### src/design/normal_map_diffuse_shader_assert.svh
// Assertion macros for the shader modules; only nmd_div includes them.
`ifndef NORMAL_MAP_DIFFUSE_SHADER_ASSERT_SVH
`define NORMAL_MAP_DIFFUSE_SHADER_ASSERT_SVH

// Same-cycle implication, sampled on i_clk, off during reset.
`define NMD_ASSERT_IMP(lbl, ante, cons, msg) \
    lbl: assert property (@(posedge i_clk) disable iff (!i_rst_n) (ante) |-> (cons)) \
        else $error(msg);

// Next-cycle implication, sampled on i_clk, off during reset.
`define NMD_ASSERT_NXT(lbl, ante, cons, msg) \
    lbl: assert property (@(posedge i_clk) disable iff (!i_rst_n) (ante) |=> (cons)) \
        else $error(msg);

`endif

### src/design/nmd_pkg.sv
// Shared types, constants and arithmetic step functions of the normal-map shader.
`default_nettype none
package nmd_pkg;

    localparam int TEXEL_BITS = 8;
    localparam int TEXEL_MAX  = (1 << TEXEL_BITS) - 1;

    localparam int IN_BITS   = 104;
    localparam int OUT_BITS  = 32;

    localparam int SQL_STEPS = 31;  // root bits of |l|
    localparam int SQN_STEPS = 23;  // root bits of |n|
    localparam int QD_STEPS  = 22;  // quotient bits of d / |n|
    localparam int AD_STEPS  = 17;  // quotient bits of the cosine

    localparam logic [16:0] ANGLE_ONE = 17'h10000;

    localparam logic [2:0] REG_LIGHT_R = 3'd0;
    localparam logic [2:0] REG_LIGHT_G = 3'd1;
    localparam logic [2:0] REG_LIGHT_B = 3'd2;
    localparam logic [2:0] REG_AMB_R   = 3'd3;
    localparam logic [2:0] REG_AMB_G   = 3'd4;
    localparam logic [2:0] REG_AMB_B   = 3'd5;

    typedef struct packed {
        logic [7:0] r;
        logic [7:0] g;
        logic [7:0] b;
        logic [7:0] a;
    } t_pix;

    typedef struct packed {
        logic [9:0] light_r;
        logic [9:0] light_g;
        logic [9:0] light_b;
        logic [9:0] amb_r;
        logic [9:0] amb_g;
        logic [9:0] amb_b;
    } t_cfg;

    typedef struct packed {
        t_pix               pix;
        logic [17:0]        n2;
        logic [31:0]        l2;
        logic signed [25:0] d;
    } t_front;

    typedef struct packed {
        t_pix               pix;
        logic signed [25:0] d;
        logic [22:0]        un;
        logic [30:0]        ul;
    } t_root;

    typedef struct packed {
        logic [33:0] rem;
        logic [30:0] root;
    } t_sqs;

    typedef struct packed {
        logic [31:0] rem;
        logic        qb;
    } t_dvs;

    // One restoring square-root step: bring in two radicand bits.
    function automatic t_sqs sqrt_step(input logic [33:0] rem, input logic [30:0] root,
                                       input logic [1:0] pr);
        logic [33:0] sh;
        logic [33:0] tr;
        t_sqs        r;
        sh = {rem[31:0], pr};
        tr = {1'b0, root, 2'b01};
        if (sh >= tr) begin
            r.rem  = sh - tr;
            r.root = {root[29:0], 1'b1};
        end else begin
            r.rem  = sh;
            r.root = {root[29:0], 1'b0};
        end
        return r;
    endfunction

    // One restoring division step: bring in one dividend bit.
    function automatic t_dvs div_step(input logic [31:0] rem, input logic b,
                                      input logic [31:0] dv);
        logic [31:0] sh;
        t_dvs        r;
        sh = {rem[30:0], b};
        if (sh >= dv) begin
            r.rem = sh - dv;
            r.qb  = 1'b1;
        end else begin
            r.rem = sh;
            r.qb  = 1'b0;
        end
        return r;
    endfunction

endpackage
`default_nettype wire

### src/design/nmd_shade.sv
// Color stages: scale light by the cosine, add ambient, modulate the base texel.
`default_nettype none
module nmd_shade (
    input  logic          i_clk,
    input  logic          i_rst_n,
    input  logic          i_en,
    input  logic          i_valid,
    input  nmd_pkg::t_pix i_pix,
    input  logic [16:0]   i_angle,
    input  nmd_pkg::t_cfg i_cfg,
    output logic          o_valid,
    output nmd_pkg::t_pix o_pix
);
    import nmd_pkg::*;

    logic        ra_valid, rb_valid, rc_valid;
    t_pix        ra_pix, rb_pix;
    logic [26:0] ra_prod [3];
    logic [18:0] rb_prod [3];
    logic [7:0]  rc_ch   [3];
    logic [7:0]  rc_a;

    logic [9:0]  w_light [3];
    logic [9:0]  w_amb   [3];
    logic [7:0]  w_base  [3];

    assign w_light = '{i_cfg.light_r, i_cfg.light_g, i_cfg.light_b};
    assign w_amb   = '{i_cfg.amb_r, i_cfg.amb_g, i_cfg.amb_b};
    assign w_base  = '{ra_pix.r, ra_pix.g, ra_pix.b};

    always_ff @(posedge i_clk) begin
        if (!i_rst_n) begin
            ra_valid <= 1'b0;
            rb_valid <= 1'b0;
            rc_valid <= 1'b0;
        end else if (i_en) begin
            ra_valid <= i_valid;
            rb_valid <= ra_valid;
            rc_valid <= rb_valid;
        end
    end

    for (genvar c = 0; c < 3; c++) begin : g_ch
        logic [10:0] w_f;
        logic [19:0] w_sum;
        assign w_f   = 11'(ra_prod[c][26:16]) + 11'(w_amb[c]);
        assign w_sum = 20'(rb_prod[c]) + 20'd128;

        always_ff @(posedge i_clk) begin
            if (i_en) begin
                ra_prod[c] <= 27'(i_angle) * 27'(w_light[c]);
                rb_prod[c] <= 19'(w_base[c]) * 19'(w_f);
                rc_ch[c]   <= (w_sum[19:8] > 12'd255) ? 8'd255 : w_sum[15:8];
            end
        end
    end

    always_ff @(posedge i_clk) begin
        if (i_en) begin
            ra_pix <= i_pix;
            rb_pix <= ra_pix;
            rc_a   <= rb_pix.a;
        end
    end

    assign o_valid = rc_valid;
    assign o_pix   = '{r: rc_ch[0], g: rc_ch[1], b: rc_ch[2], a: rc_a};
endmodule
`default_nettype wire

### config.mk
export PLATFORM = sky130hd
export DESIGN_NAME = nmd_shade
export DESIGN_NICKNAME = d
export VERILOG_FILES = /design/src/design/normal_map_diffuse_shader_assert.svh /design/src/design/nmd_pkg.sv /design/src/design/nmd_shade.sv
export SDC_FILE = /design/constraint.sdc
export NUM_CORES = 2
export LEC_CHECK = 0
export ABC_CLOCK_PERIOD_IN_PS = 12400
export BUFFER_PORTS_ARGS = -buffer_cell sky130_fd_sc_hd__buf_2
export CAP_MARGIN = 20
export CORE_MARGIN = 2
export CORE_UTILIZATION = 32
export CTS_BUF_LIST = sky130_fd_sc_hd__clkbuf_4 sky130_fd_sc_hd__clkbuf_8
export CTS_CLUSTER_DIAMETER = 80
export DETAILED_ROUTE_END_ITERATION = 10
export PLACE_DENSITY = 0.46
export SKIP_LAST_GASP = 1
export SYNTH_ARGS = -nofsm -noshare
export SYNTH_HDL_FRONTEND = slang
export SYNTH_SLANG_ARGS = --single-unit
### constraint.sdc
create_clock -name i_clk -period 12.4 [get_ports i_clk]
set_input_delay 1.24 -clock i_clk [delete_from_list [all_inputs] [get_ports i_clk]]
set_output_delay 1.24 -clock i_clk [all_outputs]
set_load 0.05 [all_outputs]
==> results.json <==
{
  "tns_ns": 0,
  "syn-instance-count": 2976,
  "end_kind": "register",
  "status": "completed",
  "post-route-cell-area_um2": 31000,
  "rows": 109,
  "post_synth_instance_area_um2": 28700,
  "path_common_cell": "fa_1",
  "wl_per_cell_um": 16.0,
  "dr.pass1.iters": 5,
  "path_class": "input pin to register",
  "grt_max_degree": 94,
  "min_period_ns": 7.39,
  "slew_headroom": 0.410,
  "max_freq_ghz": 0.135,
  "multi_input_area_um2": 21900,
  "grt-ovfl-total": 0,
  "path_clk_slew_ns": 0.08,
  "synth.distinct_cells": 68,
  "setup_viol": 0,
  "maxCapViolCount": 0,
  "place_inst": 4188,
  "fillCellCount": 9199,
  "drc": 0,
  "io_pins": 146,
  "hp-class": "register to register",
  "grtUsageTotal": 0.154,
  "synth_edf_count": 141,
  "layout.nets": 3989,
  "cts_tree": "built",
  "crit_family": "adder cells",
  "synth_top_flop_cell": "edfxtp_1",
  "num_vias": 19289,
  "post_cts_buffers": 0,
  "cts_buffers": 17,
  "dpl_cell_area_um2": 30600,
  "coreArea_um2": 88600,
  "clk_path_buf_depth": 2,
  "port_buffers": 145,
  "cp_max_fo": 8,
  "synth_area_leader_cell": "fa_1",
  "yosysSeqAreaShare": 0.150,
  "place_ws_ns": 4.51,
  "synth_async_sr_flop_share": 0,
  "yosys-top-cells-area": "fa_1 36%, edfxtp_1 15%, ha_1 14%",
  "die_h_um": 304,
  "totalWireLength_mm": 67.3,
  "instances_no_fill": 4221,
  "ant_nets": 0,
  "clock_sinks": 144,
  "synth_common_cells": "576 x inv_1, 513 x fa_1, 446 x and2_1",
  "cp_num_buf_inv": 4,
  "cts-root-buf": "clkbuf_8",
  "finalClockSkew_ns": 0.0171,
  "hold_viol": 0,
  "synth_area_per_cell_um2": 9.65,
  "max_stage_delay_ns": 0.51,
  "synth_top_area_frac": 0.358,
  "clkLatencyLatePin_ns": 0.52,
  "start_util": 0.324,
  "yosys_register_bits": 144,
  "worstMarginPinSlew_ns": 0.886,
  "grt_pass1_wl_mm": 112,
  "rsz0062_at_grt": "no",
  "drv_slew": 0,
  "fin_ws_ns": 5.01,
  "cts_resized": 0,
  "arrival_ns": 7.66,
  "drive_gt1_frac": 0.0684,
  "drt_iter0_markers": 625,
  "synthToLayoutAreaGrowth_pct": 8.03,
  "synthesis.nets": 3923,
  "cp_slowest_cell": "fa_1",
  "dieWidth_um": 304,
  "die_area_um2": 92200,
  "vias_per_cell": 4.57,
  "seqCellArea_um2": 4290,
  "worstSetupStartpointType": "input pin",
  "ctsHoldBuffers": 0,
  "place_congestion": 0.791,
  "dp_hpwl_mm": 52.4,
  "ys_warn_count": 0,
  "grt_pass1_vias": 21036,
  "synth_most_common_cell": "inv_1",
  "required_ns": 12.66,
  "h-tree-depth": 4,
  "antenna_found_initial": 9,
  "period_share": 0.596
}
## layout by cell type, fill, tap and decap left out, types with 34 or more instances in the layout
master / instances
buf_2: 144
o21ai_0: 34
xnor2_1: 66
fa_1: 513
a21oi_1: 52
edfxtp_1: 141
ha_1: 321
nor2_1: 54
inv_1: 576
nand2_1: 355
and2_1: 446
## state kept, by name (all words and copies together), names as in the netlist
signal / count
o_valid: 1
ra_pix: 32
ra_prod: 33
ra_valid: 1
rb_pix: 8
rb_prod: 36
rb_valid: 1
rc_a: 8
rc_ch: 24
## layout make-up
type | instances | share of cell area
antenna | 1 | 0.0000807
clock inverter | 14 | 0.00665
multi-input combinational | 2148 | 0.704
tap | 1165 | 0.0470
clock buffer | 18 | 0.00778
inverter | 576 | 0.0697
timing repair buffer | 155 | 0.0259
sequential | 144 | 0.138
## metrics by stage
stage / hold WS (ns) / utilization
finish: 0.424 / 0.350
global route: 0.434 / 0.350
CTS: 0.426 / 0.350
detailed placement: 0.405 / 0.345
global placement: 0.400 / 0.345
floorplan: 0.400 / -
## layer usage
layer | global-route usage | part of all wire
met2 | 0.260 | 0.47
met1 | 0.215 | 0.49
met5 | 0 | 0.00036
met4 | 0.0254 | 0.0090
met3 | 0.0196 | 0.031
## worst register-to-register path, stage by stage (launching register included)
cell and delay [ns]:
edfxtp_1 0.50, ha_1 0.26, fa_1 0.41, a21o_1 0.20
a21oi_1 0.38, o21bai_1 0.11, a21oi_1 0.22, o21ai_0 0.22
xor2_1 0.45, and2_1 0.22, fa_1 0.45, fa_1 0.51
fa_1 0.49, inv_1 0.05, fa_1 0.47, inv_1 0.04
ha_1 0.33, and4_1 0.22, a31oi_1 0.15, inv_1 0.07
nor4b_1 0.50, o31ai_1 0.23, o21a_1 0.22, nor2_1 0.11
xnor2_1 0.07
## worst paths after layout
kind | startpoint | endpoint | slack, ns | cells after the start
worst max-delay path | i_cfg[10] | rb_prod[0][37] | 5.01 | 25
worst min-delay path | rb_pix[0] | rc_a[0] | 0.42 | 0
worst max register to register | ra_prod[0][43] | rb_prod[0][37] | 5.29 | 24
worst min register to register | rb_pix[0] | rc_a[0] | 0.42 | 0
## kinds of logic (layout without fill, tap and decap cells)
kind of cell | Yosys count | count (layout) | synth area share
compound gates | 210 | 210 | 0.0500
flops | 144 | 144 | 0.150
simple gates | 1003 | 1003 | 0.182
buf+inv | 684 | 763 | 0.0894
mux | 6 | 6 | 0.00222
other cells | 0 | 1 | 0
fa+ha+maj | 834 | 834 | 0.497
xor+xnor | 95 | 95 | 0.0290
Power is not shown: default switching activity piles up to over one toggle a cycle in this logic, so the estimate is an artifact.
