**src/design/normal_map_diffuse_shader_assert.svh**
```systemverilog
// Assertion macros for the shader modules; only nmd_div includes them.
`ifndef NORMAL_MAP_DIFFUSE_SHADER_ASSERT_SVH
`define NORMAL_MAP_DIFFUSE_SHADER_ASSERT_SVH

// Same-cycle implication, sampled on i_clk, off during reset.
`define NMD_ASSERT_IMP(lbl, ante, cons, msg) \
    lbl: assert property (@(posedge i_clk) disable iff (!i_rst_n) (ante) |-> (cons)) \
        else $error(msg);

// Next-cycle implication, sampled on i_clk, off during reset.
`define NMD_ASSERT_NXT(lbl, ante, cons, msg) \
    lbl: assert property (@(posedge i_clk) disable iff (!i_rst_n) (ante) |=> (cons)) \
        else $error(msg);

`endif

```
**src/design/nmd_pkg.sv**
```systemverilog
// Shared types, constants and arithmetic step functions of the normal-map shader.
`default_nettype none
package nmd_pkg;

    localparam int TEXEL_BITS = 8;
    localparam int TEXEL_MAX  = (1 << TEXEL_BITS) - 1;

    localparam int IN_BITS   = 104;
    localparam int OUT_BITS  = 32;

    localparam int SQL_STEPS = 31;  // root bits of |l|
    localparam int SQN_STEPS = 23;  // root bits of |n|
    localparam int QD_STEPS  = 22;  // quotient bits of d / |n|
    localparam int AD_STEPS  = 17;  // quotient bits of the cosine

    localparam logic [16:0] ANGLE_ONE = 17'h10000;

    localparam logic [2:0] REG_LIGHT_R = 3'd0;
    localparam logic [2:0] REG_LIGHT_G = 3'd1;
    localparam logic [2:0] REG_LIGHT_B = 3'd2;
    localparam logic [2:0] REG_AMB_R   = 3'd3;
    localparam logic [2:0] REG_AMB_G   = 3'd4;
    localparam logic [2:0] REG_AMB_B   = 3'd5;

    typedef struct packed {
        logic [7:0] r;
        logic [7:0] g;
        logic [7:0] b;
        logic [7:0] a;
    } t_pix;

    typedef struct packed {
        logic [9:0] light_r;
        logic [9:0] light_g;
        logic [9:0] light_b;
        logic [9:0] amb_r;
        logic [9:0] amb_g;
        logic [9:0] amb_b;
    } t_cfg;

    typedef struct packed {
        t_pix               pix;
        logic [17:0]        n2;
        logic [31:0]        l2;
        logic signed [25:0] d;
    } t_front;

    typedef struct packed {
        t_pix               pix;
        logic signed [25:0] d;
        logic [22:0]        un;
        logic [30:0]        ul;
    } t_root;

    typedef struct packed {
        logic [33:0] rem;
        logic [30:0] root;
    } t_sqs;

    typedef struct packed {
        logic [31:0] rem;
        logic        qb;
    } t_dvs;

    // One restoring square-root step: bring in two radicand bits.
    function automatic t_sqs sqrt_step(input logic [33:0] rem, input logic [30:0] root,
                                       input logic [1:0] pr);
        logic [33:0] sh;
        logic [33:0] tr;
        t_sqs        r;
        sh = {rem[31:0], pr};
        tr = {1'b0, root, 2'b01};
        if (sh >= tr) begin
            r.rem  = sh - tr;
            r.root = {root[29:0], 1'b1};
        end else begin
            r.rem  = sh;
            r.root = {root[29:0], 1'b0};
        end
        return r;
    endfunction

    // One restoring division step: bring in one dividend bit.
    function automatic t_dvs div_step(input logic [31:0] rem, input logic b,
                                      input logic [31:0] dv);
        logic [31:0] sh;
        t_dvs        r;
        sh = {rem[30:0], b};
        if (sh >= dv) begin
            r.rem = sh - dv;
            r.qb  = 1'b1;
        end else begin
            r.rem = sh;
            r.qb  = 1'b0;
        end
        return r;
    endfunction

endpackage
`default_nettype wire

```
**src/design/nmd_front.sv**
```systemverilog
// Front stages: decode the normal, square and dot products, sums.
`default_nettype none
module nmd_front (
    input  logic                     i_clk,
    input  logic                     i_rst_n,
    input  logic                     i_en,
    input  logic                     i_valid,
    input  logic [nmd_pkg::IN_BITS-1:0] i_data,
    output logic                     o_valid,
    output nmd_pkg::t_front          o_data
);
    import nmd_pkg::*;

    logic               r0_valid, r1_valid, r2_valid;
    t_pix               r0_pix, r1_pix;
    logic signed [9:0]  r0_n [3];
    logic signed [15:0] r0_l [3];
    logic [16:0]        r1_nn [3];
    logic [30:0]        r1_ll [3];
    logic signed [25:0] r1_nl [3];
    t_front             r2_data;

    logic signed [19:0] w_nn [3];
    logic signed [31:0] w_ll [3];

    always_ff @(posedge i_clk) begin
        if (!i_rst_n) begin
            r0_valid <= 1'b0;
            r1_valid <= 1'b0;
            r2_valid <= 1'b0;
        end else if (i_en) begin
            r0_valid <= i_valid;
            r1_valid <= r0_valid;
            r2_valid <= r1_valid;
        end
    end

    for (genvar c = 0; c < 3; c++) begin : g_axis
        assign w_nn[c] = r0_n[c] * r0_n[c];
        assign w_ll[c] = r0_l[c] * r0_l[c];

        always_ff @(posedge i_clk) begin
            if (i_en) begin
                // 2t - M, always odd
                r0_n[c]  <= $signed({1'b0, i_data[32+8*c +: 8], 1'b0}) - 10'(TEXEL_MAX);
                r0_l[c]  <= $signed(i_data[56+16*c +: 16]);
                r1_nn[c] <= w_nn[c][16:0];
                r1_ll[c] <= w_ll[c][30:0];
                r1_nl[c] <= 26'(r0_n[c]) * 26'(r0_l[c]);
            end
        end
    end

    always_ff @(posedge i_clk) begin
        if (i_en) begin
            r0_pix      <= {i_data[7:0], i_data[15:8], i_data[23:16], i_data[31:24]};
            r1_pix      <= r0_pix;
            r2_data.pix <= r1_pix;
            r2_data.n2  <= 18'(r1_nn[0]) + 18'(r1_nn[1]) + 18'(r1_nn[2]);
            r2_data.l2  <= 32'(r1_ll[0]) + 32'(r1_ll[1]) + 32'(r1_ll[2]);
            r2_data.d   <= r1_nl[0] + r1_nl[1] + r1_nl[2];
        end
    end

    assign o_valid = r2_valid;
    assign o_data  = r2_data;
endmodule
`default_nettype wire

```
**config.mk**
```make
export PLATFORM = sky130hd
export DESIGN_NAME = nmd_front
export DESIGN_NICKNAME = d
export VERILOG_FILES = /design/src/design/normal_map_diffuse_shader_assert.svh /design/src/design/nmd_pkg.sv /design/src/design/nmd_front.sv
export SDC_FILE = /design/constraint.sdc
export NUM_CORES = 2
export LEC_CHECK = 0
export ABC_AREA = 1
export BUFFER_PORTS_ARGS = -buffer_cell sky130_fd_sc_hd__buf_4
export CAP_MARGIN = 20
export CORE_MARGIN = 3
export CORE_UTILIZATION = 40
export CTS_CLUSTER_DIAMETER = 80
export DETAILED_ROUTE_END_ITERATION = 16
export HOLD_SLACK_MARGIN = 0.15
export SLEW_MARGIN = 10
export SYNTH_ARGS = -nofsm -noshare
export SYNTH_HDL_FRONTEND = slang
export SYNTH_SLANG_ARGS = --single-unit
```
**constraint.sdc**
```tcl
create_clock -name i_clk -period 9.5 [get_ports i_clk]
set_input_delay 1.9 -clock i_clk [delete_from_list [all_inputs] [get_ports i_clk]]
set_output_delay 1.9 -clock i_clk [all_outputs]
set_load 0.02 [all_outputs]
```
==> key figures <==
Synth
  – Synth unique cells: 44
  – Cell Area, Synth: 75,120 sq um
  – Number of synthesized flops with an enable pin: roughly 450
  – Post-synthesis sequential area ratio: between 15 and 20%
  – Synth Flop Type: edfxtp_1
  – Seq cells post-synth: roughly 450
  – Synth Instances: 8,609
  – Yosys warnings: 0
  – Synthesized area per cell: between 8 and 9 sq um
  – Post-synth ARST share: 0%

GRT
  – Initial antenna violation count: 7
  – Largest net degree at the start of global routing: approximately 130
  – Vias in the first global route: approximately 58k
  – Grt total ovfl: 0
  – First-pass GRT wire length: around 320,000 microns
  – Gr usage total: a little over a fifth

Worst hold path
  – Hold Path Cell Cnt: 0
  – HP Start: r1_pix[0]
  – Hold EP: o_data[76]
  – Hold Path Class: reg -> reg

Detailed routing
  – WL per Instance: about 17 microns
  – Uppermost routed layer: met5
  – TritonRoute pass-1 iters: 6
  – Routed length on met1: approximately 86,000 microns
  – Routed wl met3: about 9200 microns
  – Routed vias: approximately 55k
  – DRT antenna net count: 0
  – DRT iter0 DRCs: 3,408
  – Vias per cell: just under 5
  – Met2 WL: 96,060 microns
  – Post-Route WL: between 150,000 and 200,000 microns
  – Detailed-route DRC error count: 0

Final layout
  – Most frequent cells in the layout: 2,430 x inv_1, 1,903 x nand2_1, 1,366 x fa_1
  – Layout area overhead: 9.047%
  – # diodes: 0
  – FILL cells: ~18k
  – Post-layout nets: 10.88k
  – Non-filler cells in the finished layout: between 10k and 15k
  – Multi-input logic area: 51,560 sq um
  – Post-route cell area: around 82,000 sq um
  – Sequential cell area: ~14,000 sq um
  – Most common cell after layout, fill and taps aside: inv_1
  – Fraction of layout cells with a size suffix above 1: 5.300%

Job
  – Max-cap violations: 0

Die
  – I/O pins: roughly 220
  – Area of the core: between 150,000 and 200,000 sq um
  – Die Width: ~440 microns
  – Std-Cell Rows: approximately 160
  – Die area: between 150,000 and 200,000 sq um
  – Starting density of the core: ~40%
  – Die span in y: approximately 440 microns

Clocking
  – Clk root buf: clkbuf_16
  – Clock transition at the registers of the reported paths: 60 ps
  – Post-CTS setup buffers: 0
  – Later-pin clock latency in the skew report: ~720 ps
  – CTS tree: yes
  – Maximum root-to-sink buffer count: 3
  – CTS-repair resized insts: 0
  – Num CTS Buffers: 67
  – Clock Sinks: approximately 450
  – Number of hold-repair buffers added at the cts stage: 0
  – CTS HTree Levels: 3

STA
  – Fin crit period: 6623 ps
  – Setup_tns: 0 ps
  – Setup Skew: 39.31 ps
  – Unrepaired setup endpoints after global routing: no
  – Fmax: about 150 MHz
  – Final period utilization: a little over two thirds
  – Final Hold Fails: 0
  – Final setup vio count: 0
  – Slew headroom: a little over a third
  – Measured slew at the worst slew-check pin: approximately 960 ps
  – Final WS setup: 2877 ps
  – Pins over their slew limit: 0

Placed design
  – IO Port Bufs: around 210
  – Gpl congestion: roughly 0.93
  – Post-DP HPWL: ~160,000 microns
  – Setup WS pre-CTS: between 2000 and 3000 ps
  – Placed cell area: roughly 80,000 sq um
  – Placed insts: approximately 11k

Critical path
  – R2r endpoint: r1_ll[0][87]
  – CP required: roughly 9900 ps
  – Crit-path slowest cell: fa_1
  – Critical path class: reg -> reg
  – Reg2Reg Setup Slack: roughly 2900 ps
  – Reg-to-Reg Start: r0_l[0][47]
  – Worst-case reg-to-reg path depth: 21
  – CP Max Fanout: 23
  – Setup crit end kind: flip-flop
  – CP cell instances: buf_4, nand2_1, inv_1, fa_1, inv_1, fa_1, inv_1, fa_1, fa_1, fa_1, inv_1, fa_1, inv_1, ha_1, nand2_1, nor2_1, inv_1, nor2_1, nand4_1, nand4_1, nand2_1
  – Arr. time, crit path: 7060 ps
  – Slowest stage delay, CP: ~700 ps
  – CP Launch Type: flip-flop

Outcome
  – Status: finished, final reports clean
-- sequential cells by signal, indices dropped and copies added, names as in the netlist, 24 cells and up --
register	count
r0_n	24
r1_ll	90
r0_pix	32
r1_pix	32
r1_nn	45
o_data	105
r1_nl	75
r0_l	48
-- per-layer routing --
layer	vias to the layer above	GRT usage, %
met5	-	0
met4	2	5.738
met3	249	2.492
met2	1265	35.99
met1	27498	27.99
li1	25809	-
-- metrics by stage --
step | hold WS [ps] | utilization [%]
after floorplan | 400.3 | -
after global placement | 400.2 | 42.80
after detailed placement | 405.1 | 42.80
after CTS | 373.1 | 44.01
after global routing | 378.6 | 44.04
final | 393.3 | 44.04
-- cell type report --
cell class                      instances  share of cell area (%)
Clock buffer                           70                   2.086
Clock inverter                         52                  0.6522
Inverter                             2437                   11.17
Multi-Input combinational cell       5506                   62.94
Sequential cell                       454                   16.61
Tap cell                             2480                   3.788
Timing Repair Buffer                  292                   2.761
-- worst max path at each step --
stage                      from           end  slack [ps]  cells past startpoint
finish              r0_l[0][47]  r1_ll[0][87]        2880                     21
global route        r0_l[0][47]  r1_ll[0][92]        2450                     23
CTS                 r0_l[0][47]  r1_ll[0][87]        2880                     21
detailed placement  r0_l[0][47]  r1_ll[0][87]        2920                     21
global placement    r0_l[0][47]  r1_ll[0][87]        3010                     21
floorplan           r0_l[0][31]  r1_ll[0][54]        3510                     21
-- synth_stat cells, types with 9 or more instances --
| master | n | area (sq um) |
|---|---|---|
| a21o_1 | 16 | 120.1 |
| a21oi_1 | 274 | 1371 |
| buf_1 | 10 | 37.54 |
| clkbuf_1 | 196 | 735.7 |
| edfxtp_1 | 451 | 13540 |
| fa_1 | 1366 | 27350 |
| ha_1 | 650 | 8133 |
| inv_1 | 2430 | 9121 |
| nand2_1 | 1903 | 7143 |
| nand2_2 | 16 | 100.1 |
| nand3_1 | 260 | 1301 |
| nand3b_1 | 18 | 135.1 |
| nand4_1 | 98 | 613.1 |
| nor2_1 | 356 | 1336 |
| nor2_2 | 9 | 56.30 |
| nor3_1 | 55 | 275.3 |
| o21ai_0 | 120 | 600.6 |
| o21bai_1 | 42 | 315.3 |
| or2_2 | 20 | 125.1 |
| xnor2_1 | 76 | 665.6 |
| xor2_1 | 171 | 1498 |
-- logic make-up (layout without fill, tap and decap cells) --
kind of cell | after synthesis | after routing | synth area share [%]
adders and majority gates | 2016 | 2016 | 47.23
DFF | 454 | 454 | 18.11
buffers and inverters | 2650 | 2851 | 13.26
and+or+nand+nor | 2758 | 2758 | 15.01
AOI/OAI and AO/OA | 483 | 483 | 3.508
other | 1 | 2 | 0.004992
xor gates and xnor gates | 247 | 247 | 2.880
-- critical path, delay by kind of cell (launching register included) --
| kind | cells | cell delay, ps |
|---|---|---|
| adders and majority gates | 7 | 3630 |
| buffers and inverters | 7 | 1020 |
| DFF | 1 | 690 |
| and+or+nand+nor | 7 | 1020 |
Power is left out: the tool's default activity adds up to more than one toggle a clock period on the data nets, which glitch-free logic cannot reach.
